==> src/rtl/i2cmbe_pkg.sv <==
`timescale 1ns / 1ps
// shared types and constants for the i2c master byte engine
// no dependencies
package i2cmbe_pkg;

  localparam int unsigned DELAY_WIDTH_DEF = 16;
  localparam int unsigned HALF_PERIOD_W   = 16;
  localparam int unsigned TIMEOUT_W       = 8;
  localparam int unsigned CFG_DATA_W      = 16;
  localparam int unsigned CFG_IDX_W       = 1;

  localparam logic [HALF_PERIOD_W-1:0] HALF_PERIOD_RST = 16'd10;
  localparam logic [TIMEOUT_W-1:0]     ACK_TIMEOUT_RST = 8'd250;

  // configuration register indexes
  localparam logic [CFG_IDX_W-1:0] CFG_HALF_PERIOD = 1'd0;
  localparam logic [CFG_IDX_W-1:0] CFG_ACK_TIMEOUT = 1'd1;

  // command codes
  localparam logic [2:0] OP_NONE  = 3'd0;
  localparam logic [2:0] OP_START = 3'd1;
  localparam logic [2:0] OP_STOP  = 3'd2;
  localparam logic [2:0] OP_WRITE = 3'd3;
  localparam logic [2:0] OP_WACK  = 3'd4;
  localparam logic [2:0] OP_READ  = 3'd5;

  typedef struct packed {
    logic [2:0] operation;
    logic [7:0] tx_byte;
    logic       send_ack;
    logic       sda_in;
  } in_item_t;

  typedef struct packed {
    logic       scl_out;
    logic       sda_out;
    logic       sda_drive;
    logic       busy_res;
    logic       done_res;
    logic [7:0] read_data;
    logic       nack;
  } out_item_t;

endpackage

==> src/rtl/i2c_master_byte_engine_core.sv <==
`timescale 1ns / 1ps
// i2c master byte engine top level: pin sequencer plus output register
// depends on i2cmbe_pkg
//
// Each input transfer is one tick of an I2C master pin sequencer; each
// tick yields exactly one result transfer with the SCL/SDA levels, the SDA
// drive enable, busy/done status, the last read byte and the nack flag.
// The block takes one transfer every clock cycle unless the result side
// stalls: the whole tick is one pass of next-state logic from the
// sequencer registers and the incoming transfer into the sequencer
// registers and the result register. The result register sits between the
// two sides, so a new input transfer is taken while a finished result is
// still waiting, as long as the result is taken in the same cycle
// (in_ready = result register empty or being drained). A command (start,
// stop, write byte, wait for ack, read byte) is only picked up when the
// sequencer is idle; commands arriving while busy are dropped. Half-period
// waits count half_period_ticks ticks (zero acts like one), cut to
// DELAY_WIDTH bits. Configuration writes via cfg_we/cfg_index/cfg_wdata
// take effect at once and should be made while the sequencer is idle.
module i2c_master_byte_engine_core
  import i2cmbe_pkg::*;
#(
  parameter int unsigned DELAY_WIDTH = DELAY_WIDTH_DEF
) (
  input  logic                  clk,
  input  logic                  rst_n,
  input  logic                  in_valid,
  output logic                  in_ready,
  input  in_item_t              in_data,
  output logic                  out_valid,
  input  logic                  out_ready,
  output out_item_t             out_data,
  input  logic                  cfg_we,
  input  logic [CFG_IDX_W-1:0]  cfg_index,
  input  logic [CFG_DATA_W-1:0] cfg_wdata
);

  typedef enum logic [3:0] {
    PH_IDLE,
    PH_START1,
    PH_START2,
    PH_STOP0,
    PH_STOP1,
    PH_FINISH,
    PH_WB_DATA,
    PH_WB_HIGH,
    PH_WB_LOW,
    PH_WA_SCL,
    PH_WA_POLL,
    PH_RB_LOW,
    PH_RB_HIGH,
    PH_AK_HIGH,
    PH_AK_LOW,
    PH_AK_DRIVE
  } phase_t;

  // configuration
  logic [HALF_PERIOD_W-1:0] half_period_r;
  logic [TIMEOUT_W-1:0]     ack_timeout_r;

  // sequencer state
  phase_t                 phase_r, phase_nxt;
  logic [3:0]             bit_cnt_r, bit_cnt_nxt;
  logic [7:0]             shift_r, shift_nxt;
  logic [DELAY_WIDTH-1:0] delay_r, delay_nxt;
  logic [TIMEOUT_W-1:0]   poll_r, poll_nxt;
  logic                   scl_r, scl_nxt;
  logic                   sda_r, sda_nxt;
  logic                   sda_en_r, sda_en_nxt;
  logic                   ack_choice_r, ack_choice_nxt;
  logic                   nack_r, nack_nxt;
  logic [7:0]             rx_hold_r, rx_hold_nxt;
  logic                   done_nxt;

  // result register
  logic      out_valid_r;
  out_item_t out_data_r, out_data_nxt;

  logic in_xfer;

  // half period reload value, cut or zero-extended to the counter width
  logic [HALF_PERIOD_W+DELAY_WIDTH-1:0] hp_ext;
  logic [DELAY_WIDTH-1:0]               hp;
  logic [DELAY_WIDTH-1:0]               arm_val;
  logic [3:0]                           bit_inc;

  assign hp_ext  = {{DELAY_WIDTH{1'b0}}, half_period_r};
  assign hp      = hp_ext[DELAY_WIDTH-1:0];
  // zero behaves like one: no extra wait ticks
  assign arm_val = (hp == '0) ? '0 : hp - 1'b1;
  assign bit_inc = bit_cnt_r + 4'd1;

  assign in_ready  = !out_valid_r || out_ready;
  assign in_xfer   = in_valid && in_ready;
  assign out_valid = out_valid_r;
  assign out_data  = out_data_r;

  // one sequencer tick
  always_comb begin
    phase_nxt      = phase_r;
    bit_cnt_nxt    = bit_cnt_r;
    shift_nxt      = shift_r;
    delay_nxt      = delay_r;
    poll_nxt       = poll_r;
    scl_nxt        = scl_r;
    sda_nxt        = sda_r;
    sda_en_nxt     = sda_en_r;
    ack_choice_nxt = ack_choice_r;
    nack_nxt       = nack_r;
    rx_hold_nxt    = rx_hold_r;
    done_nxt       = 1'b0;

    if (phase_r == PH_IDLE) begin
      // command decode, only while idle
      case (in_data.operation)
        OP_START: begin
          sda_en_nxt = 1'b1;
          sda_nxt    = 1'b1;
          scl_nxt    = 1'b1;
          delay_nxt  = arm_val;
          phase_nxt  = PH_START1;
        end
        OP_STOP: begin
          sda_en_nxt = 1'b1;
          scl_nxt    = 1'b0;
          sda_nxt    = 1'b0;
          delay_nxt  = arm_val;
          phase_nxt  = PH_STOP1;
        end
        OP_WRITE: begin
          sda_en_nxt  = 1'b1;
          scl_nxt     = 1'b0;
          sda_nxt     = in_data.tx_byte[7];
          shift_nxt   = {in_data.tx_byte[6:0], 1'b0};
          bit_cnt_nxt = 4'd0;
          delay_nxt   = arm_val;
          phase_nxt   = PH_WB_HIGH;
        end
        OP_WACK: begin
          nack_nxt   = 1'b0;
          sda_en_nxt = 1'b0;
          sda_nxt    = 1'b1;
          delay_nxt  = arm_val;
          phase_nxt  = PH_WA_SCL;
        end
        OP_READ: begin
          sda_en_nxt     = 1'b0;
          scl_nxt        = 1'b0;
          ack_choice_nxt = in_data.send_ack;
          shift_nxt      = 8'd0;
          bit_cnt_nxt    = 4'd0;
          delay_nxt      = arm_val;
          phase_nxt      = PH_RB_HIGH;
        end
        default: begin
          // no command, or an unused code
        end
      endcase
    end else if (delay_r != '0) begin
      // half period wait
      delay_nxt = delay_r - 1'b1;
    end else begin
      case (phase_r)
        PH_START1: begin
          sda_nxt   = 1'b0;
          delay_nxt = arm_val;
          phase_nxt = PH_START2;
        end
        PH_START2: begin
          scl_nxt   = 1'b0;
          phase_nxt = PH_IDLE;
          done_nxt  = 1'b1;
        end
        PH_STOP0: begin
          // stop after an ack timeout
          sda_en_nxt = 1'b1;
          scl_nxt    = 1'b0;
          sda_nxt    = 1'b0;
          delay_nxt  = arm_val;
          phase_nxt  = PH_STOP1;
        end
        PH_STOP1: begin
          scl_nxt   = 1'b1;
          sda_nxt   = 1'b1;
          delay_nxt = arm_val;
          phase_nxt = PH_FINISH;
        end
        PH_FINISH: begin
          phase_nxt = PH_IDLE;
          done_nxt  = 1'b1;
        end
        PH_WB_DATA: begin
          sda_nxt   = shift_r[7];
          shift_nxt = {shift_r[6:0], 1'b0};
          delay_nxt = arm_val;
          phase_nxt = PH_WB_HIGH;
        end
        PH_WB_HIGH: begin
          scl_nxt   = 1'b1;
          delay_nxt = arm_val;
          phase_nxt = PH_WB_LOW;
        end
        PH_WB_LOW: begin
          scl_nxt     = 1'b0;
          delay_nxt   = arm_val;
          bit_cnt_nxt = bit_inc;
          phase_nxt   = bit_inc[3] ? PH_FINISH : PH_WB_DATA;
        end
        PH_WA_SCL: begin
          scl_nxt   = 1'b1;
          poll_nxt  = '0;
          delay_nxt = arm_val;
          phase_nxt = PH_WA_POLL;
        end
        PH_WA_POLL: begin
          if (!in_data.sda_in) begin
            scl_nxt   = 1'b0;
            phase_nxt = PH_IDLE;
            done_nxt  = 1'b1;
          end else if (poll_r >= ack_timeout_r) begin
            // give up: flag and release the bus with a stop
            nack_nxt  = 1'b1;
            phase_nxt = PH_STOP0;
          end else begin
            poll_nxt = poll_r + 1'b1;
          end
        end
        PH_RB_LOW: begin
          scl_nxt   = 1'b0;
          delay_nxt = arm_val;
          phase_nxt = PH_RB_HIGH;
        end
        PH_RB_HIGH: begin
          // sample on the same tick scl rises
          scl_nxt     = 1'b1;
          shift_nxt   = {shift_r[6:0], in_data.sda_in};
          bit_cnt_nxt = bit_inc;
          delay_nxt   = arm_val;
          phase_nxt   = bit_inc[3] ? PH_AK_DRIVE : PH_RB_LOW;
        end
        PH_AK_DRIVE: begin
          scl_nxt    = 1'b0;
          sda_en_nxt = 1'b1;
          sda_nxt    = !ack_choice_r;
          delay_nxt  = arm_val;
          phase_nxt  = PH_AK_HIGH;
        end
        PH_AK_HIGH: begin
          scl_nxt   = 1'b1;
          delay_nxt = arm_val;
          phase_nxt = PH_AK_LOW;
        end
        PH_AK_LOW: begin
          scl_nxt     = 1'b0;
          rx_hold_nxt = shift_r;
          phase_nxt   = PH_IDLE;
          done_nxt    = 1'b1;
        end
        default: begin
          phase_nxt = PH_IDLE;
        end
      endcase
    end

    out_data_nxt.scl_out   = scl_nxt;
    out_data_nxt.sda_out   = sda_nxt;
    out_data_nxt.sda_drive = sda_en_nxt;
    out_data_nxt.busy_res  = (phase_nxt != PH_IDLE);
    out_data_nxt.done_res  = done_nxt;
    out_data_nxt.read_data = rx_hold_nxt;
    out_data_nxt.nack      = nack_nxt;
  end

  always_ff @(posedge clk) begin
    if (!rst_n) begin
      half_period_r <= HALF_PERIOD_RST;
      ack_timeout_r <= ACK_TIMEOUT_RST;
      phase_r       <= PH_IDLE;
      bit_cnt_r     <= 4'd0;
      shift_r       <= 8'd0;
      delay_r       <= '0;
      poll_r        <= '0;
      scl_r         <= 1'b1;
      sda_r         <= 1'b1;
      sda_en_r      <= 1'b1;
      ack_choice_r  <= 1'b0;
      nack_r        <= 1'b0;
      rx_hold_r     <= 8'd0;
      out_valid_r   <= 1'b0;
    end else begin
      // configuration writes, unknown indexes dropped
      if (cfg_we) begin
        case (cfg_index)
          CFG_HALF_PERIOD: half_period_r <= cfg_wdata[HALF_PERIOD_W-1:0];
          CFG_ACK_TIMEOUT: ack_timeout_r <= cfg_wdata[TIMEOUT_W-1:0];
          default: begin
          end
        endcase
      end

      if (in_xfer) begin
        phase_r      <= phase_nxt;
        bit_cnt_r    <= bit_cnt_nxt;
        shift_r      <= shift_nxt;
        delay_r      <= delay_nxt;
        poll_r       <= poll_nxt;
        scl_r        <= scl_nxt;
        sda_r        <= sda_nxt;
        sda_en_r     <= sda_en_nxt;
        ack_choice_r <= ack_choice_nxt;
        nack_r       <= nack_nxt;
        rx_hold_r    <= rx_hold_nxt;
        out_valid_r  <= 1'b1;
      end else if (out_ready) begin
        out_valid_r <= 1'b0;
      end
    end
  end

  // result payload, no reset needed
  always_ff @(posedge clk) begin
    if (in_xfer) begin
      out_data_r <= out_data_nxt;
    end
  end

endmodule

==> config.mk <==
export PLATFORM = sky130hd
export DESIGN_NAME = i2c_master_byte_engine_core
export DESIGN_NICKNAME = d
export VERILOG_FILES = /design/src/rtl/i2cmbe_pkg.sv /design/src/rtl/i2c_master_byte_engine_core.sv
export SDC_FILE = /design/constraint.sdc
export NUM_CORES = 1
export LEC_CHECK = 0
export BUFFER_PORTS_ARGS = -buffer_cell sky130_fd_sc_hd__buf_2
export CORE_MARGIN = 2
export CORE_UTILIZATION = 34
export DETAILED_ROUTE_END_ITERATION = 12
export PLACE_DENSITY_LB_ADDON = 0.15
export SLEW_MARGIN = 20
export SYNTH_ARGS = -nofsm -noshare
export SYNTH_HDL_FRONTEND = slang
export SYNTH_SLANG_ARGS = --single-unit
==> constraint.sdc <==
create_clock -name clk -period 6.99 [get_ports clk]
set_input_delay 0.699 -clock clk [delete_from_list [all_inputs] [get_ports clk]]
set_output_delay 0.699 -clock clk [all_outputs]
set_load 0.005 [all_outputs]
# Word level (Yosys, flattened, before mapping)
# Cells that the tools add are included.
# totals
reg_bits	92
input_bits	35
output_inout_bits	16
# op_classes
addsub	4
magnitude_cmp	1
eq_ne	26
mux	50
bitwise	3
n_reduce_logical	34
# ops
cell	n
2-to-1 mux 16 bit	5
2-to-1 mux 8 bit	7
one-hot mux 4 bit (12 select lines)	1
one-hot mux 8 bit (2 select lines)	3
== test 4 bit, second input constant	8
2-to-1 mux 4 bit	8
subtractor 16 x 1 -> 16 bit, second input constant	2
one-hot mux 4 bit (5 select lines)	1
2-to-1 mux 1 bit	17
== test 4 x 3 -> 1 bit, second input constant	4
zero test 16 bit	1
nonzero test 16 bit	1
OR reduction 2 bit	7
OR reduction 11 bit	1
!= test 2 bit, second input constant	5
OR reduction 5 bit	2
OR reduction 3 bit	3
adder 8 x 1 -> 8 bit, second input constant	1
== test 4 x 2 -> 1 bit, second input constant	2
greater-or-equal comparator 8 bit	1
AND reduction 4 bit	2
== test 3 x 2 -> 1 bit, second input constant	2
== test 3 bit, second input constant	2
one-hot mux 1 bit (2 select lines)	3
20 further kinds	29

# Depth between registers and ports, before layout
# logic_depth
ltp_word	7
depth_mapped	10
depth_no_buf	8

# Least setup slack after synthesis
# OpenSTA, ideal clock, no wires.
# synth_path
path_type	register to register
startpoint	register poll_r[3]
endpoint	register out_data_r (netlist bit out_data[10]) (data pin)
setup_time_ns	0.273
arrival_time_ns	2.029
path_slack_ns	4.688
path_stages_with_launch	8
path_buffers	0
synth_period_minus_slack_ns	2.302
path_cell_list	dfxtp_1 > ha_1 > or4_1 > a21oi_1 > o31ai_2 > a311o_1 > a21boi_0 > nand4_1
# synth_rtl
element	line_no	source
start: declaration	i2c_master_byte_engine_core.sv:66	logic [TIMEOUT_W-1:0] poll_r, poll_nxt;
start signal: assignment	i2c_master_byte_engine_core.sv:306	poll_r <= poll_nxt;
end signal: assignment	i2c_master_byte_engine_core.sv:323	out_data_r <= out_data_nxt;
end: declaration	i2c_master_byte_engine_core.sv:77	out_item_t out_data_r, out_data_nxt;

# Worst setup path after layout
# layout_path
startpoint	register delay_r[0]
endpoint	register rx_hold_r[1]
# layout_between
elab_chain_len	3
# layout_rtl
element	line_no	source
start: declaration	i2c_master_byte_engine_core.sv:65	logic [DELAY_WIDTH-1:0] delay_r, delay_nxt;
start signal: assignment	i2c_master_byte_engine_core.sv:305	delay_r <= delay_nxt;
nonzero test 16 bit	i2c_master_byte_engine_core.sv:159	end else if (delay_r != '0) begin
2-to-1 mux 8 bit	i2c_master_byte_engine_core.sv:159	
2-to-1 mux 8 bit	i2c_master_byte_engine_core.sv:113	if (phase_r == PH_IDLE) begin
end signal: assignment	i2c_master_byte_engine_core.sv:312	rx_hold_r <= rx_hold_nxt;
end: declaration	i2c_master_byte_engine_core.sv:72	logic [7:0] rx_hold_r, rx_hold_nxt;
# No other way between the ends.
# A chain may end at the register's enable or synchronous reset.

==> results.yml <==
timing:
  fmax_ghz: 0.334
  whs_ps: 463
  drv_slew: 0
  final_hold_viol_count: 0
  tightest_slew_ps: 1100
  period_minus_slack_ps: 2990
  setup_viol: 0
  fin_skew_ps: 8.23
  fin_crit_sh_pct: 42.8
  rsz0062_at_grt: "no"
  slew_headroom_pct: 26.5
  setup_tns_ps: 0
detailed_routing:
  drt_wl_total_mm: 13.5
  viasPerCell: 5.53
  wl_met3_microns: 599
  post_drt_wl_per_cell_microns: 15.9
  wl_met2_mm: 6.32
  ant_nets: 0
  drc: 0
  drt_iter0_drc: 301
  drt-met1-wl_mm: 6.45
  top_layer: "met4"
  vias: 4693
  first_pass_iters: 6
worst_setup_path:
  end_kind: "flip-flop"
  crit_chain: "inv_1, ha_1, nor3b_2, nand3_1, nor4_4, and2_1, mux2i_1, nor2_1"
  cpPeakStageDelay_ps: 770
  crit_family: "simple AND/OR/NAND/NOR gates"
  criticalPathCategory: "flip-flop to flip-flop"
  crit_slowest_cell: "nor4_4"
  start_kind: "flip-flop"
  path_buf_inv: 1
  timing.rr.start: "delay_r[0]"
  worstPathRequired_ps: 7220
  crit_fanout: 12
  worstSetupStartpoint: "delay_r[0]"
  crit_arrival_ps: 3220
power_and_ir_drop:
  p_leak_nw: 2.21
  power_density_nw_per_um2: 283
  peakVddDrop_v: 0.000136
clock_tree:
  clk_pin_slew_ps: 70
  cts_buffers: 9
  ctsResizeCount: 0
  hold_buffers: 0
  cts_tree: "yes"
  cts_setup_buffers: 0
  cts_max_level: 3
  cts-root-buf: "clkbuf_16"
  clock_sinks: 92
  worstSkewPairLatency_ps: 360
  clockBufferDepth: 2
global_route:
  grt_pass1_wl_mm: 22.0
  grt_pass1_vias: 4237
  grt-ovfl-total: 0
  grt_max_degree: 32
  grt_usage_pct: 17.0
  grt_antenna_before_repair: 0
placed_design:
  placed_area_sq_um: 5580
  io_buffers: 50
  routabilityCongestion: 0.821
  dp_hpwl_mm: 9.55
  dp.cells: 833
yosys:
  synth_xor_area_share_pct: 2.69
  yosysSeqAreaShare_pct: 38.1
  synthCells: 629
  synthDistinctLibCells: 73
  synth_compound_area_share_pct: 22.8
  syn_area_sq_um: 5200
  synth-main-ff-cell: "dfxtp_1"
  synthAdderAreaFrac_pct: 3.37
  yosysWarnings: 0
  synthMuxAreaShare_pct: 4.33
  synth_top_family_by_area: "simple AND/OR/NAND/NOR gates"
  ys_seq_elements: 92
  synth-simple-area-share_pct: 23.7
  syn_avg_cell_area_sq_um: 8.27
  synth-async-reset-ratio_pct: 0
  syn-num-nets: 678
  synth_edf_count: 14
finish:
  fin_area_sq_um: 5880
  antenna_cells: 0
  n_fill_cell: 1566
  finalNonFillerCells: 849
  layout-drive-gt1-share_pct: 15.4
  final_common_cell: "nand2_1"
  area_growth_pct: 13.0
  register_area_sq_um: 1980
  final_nets: 705
  multi_input_area_sq_um: 2980
  mostFrequentLayoutCells: "nand2_1, dfxtp_1, a21oi_1"
die:
  start_util_pct: 34.5
  die_h_microns: 128
  ioPinCount: 51
  die_area_sq_um: 16300
  design.core.area_sq_um: 15100
  fp.dieW_microns: 128
  core.rowCount: 45
hold_path:
  hp-class: "flip-flop to flip-flop"
  hp-start: "ack_timeout_r[2]"
outcome:
  status: "finished, final reports clean"
job:
  cap_violations: 0
-- state kept, by name, summed over array words and instances (netlist names), 8 cells and up --
signal and flops:
shift_r 8, rx_hold_r 8, half_period_r 16, delay_r 16, out_data 14, ack_timeout_r 8
poll_r 8
-- worst paths after layout --
check,slack (ps),end,cells past startpoint
min reg2reg,460,ack_timeout_r[2],2
max reg2reg,4000,rx_hold_r[1],8
max,4000,rx_hold_r[1],8
min,460,ack_timeout_r[2],2
-- Yosys cell counts (7+ instances only) --
cell type,count,area share [%]
nor3_1,19,1.8
clkbuf_1,28,2.0
or4_1,8,1.2
nor4_1,7,0.84
xnor2_1,8,1.3
edfxtp_1,14,8.1
nor2_1,44,3.2
buf_2,7,0.67
o22ai_1,8,0.96
nor2b_1,7,0.84
o21ai_0,38,3.7
nand2_1,82,5.9
dfxtp_1,78,30
nand3_1,23,2.2
xor2_1,8,1.3
a221oi_1,7,1.2
o211ai_1,8,1.2
mux2i_1,9,1.7
a21oi_1,61,5.9
ha_1,14,3.4
inv_1,27,1.9
mux2_2,12,2.6
nand2b_1,7,0.84
a211oi_1,16,2.3
-- per-stage QoR --
| step | total power, W | utilization [%] | setup slack [ps] |
|---|---|---|---|
| 3_3_place_gp | 0.00118 | 36.9 | 4120 |
| 6_report | 0.00166 | 39.0 | 4000 |
| 2_1_floorplan | 0.00103 | - | 4690 |
| 3_5_place_dp | 0.00118 | 36.9 | 4020 |
| 4_1_cts | 0.00167 | 38.9 | 3980 |
| 5_1_grt | 0.00177 | 39.0 | 3770 |
-- worst reg2reg max path, cell delays in order, from the launching register on --
cell     delay, ps
dfxtp_1        350
inv_1           70
ha_1           180
nor3b_2        220
nand3_1        470
nor4_4         770
and2_1         520
mux2i_1        240
nor2_1          60
-- layout make-up --
type / count / area share [%]
Multi-Input combinational cell: 471 / 50.8
Sequential cell: 92 / 33.7
Timing Repair Buffer: 54 / 4.77
Tap cell: 188 / 4.00
Clock buffer: 9 / 3.83
Inverter: 28 / 1.79
Clock inverter: 7 / 1.13
-- kinds of logic after synthesis --
group	after synthesis
adders and majority gates	14
muxes	21
AOI/OAI and AO/OA	182
buffers and inverters	66
DFF	92
xor gates and xnor gates	16
and+or+nand+nor	238
-- metal layers --
layer | track usage (%) | vias up
met5 | 0 | -
met4 | 5.04 | 0
met3 | 3.46 | 12
met2 | 27.8 | 120
met1 | 22.7 | 2197
li1 | - | 2364
-- power breakdown --
| part | internal, W | switching [W] |
|---|---|---|
| Clock | 0.000251 | 0.000239 |
| Combinational | 0.000184 | 0.000342 |
| Sequential | 0.000587 | 0.0000605 |
| Total | 0.00102 | 0.000641 |
Power figures use the tool's default switching activity.
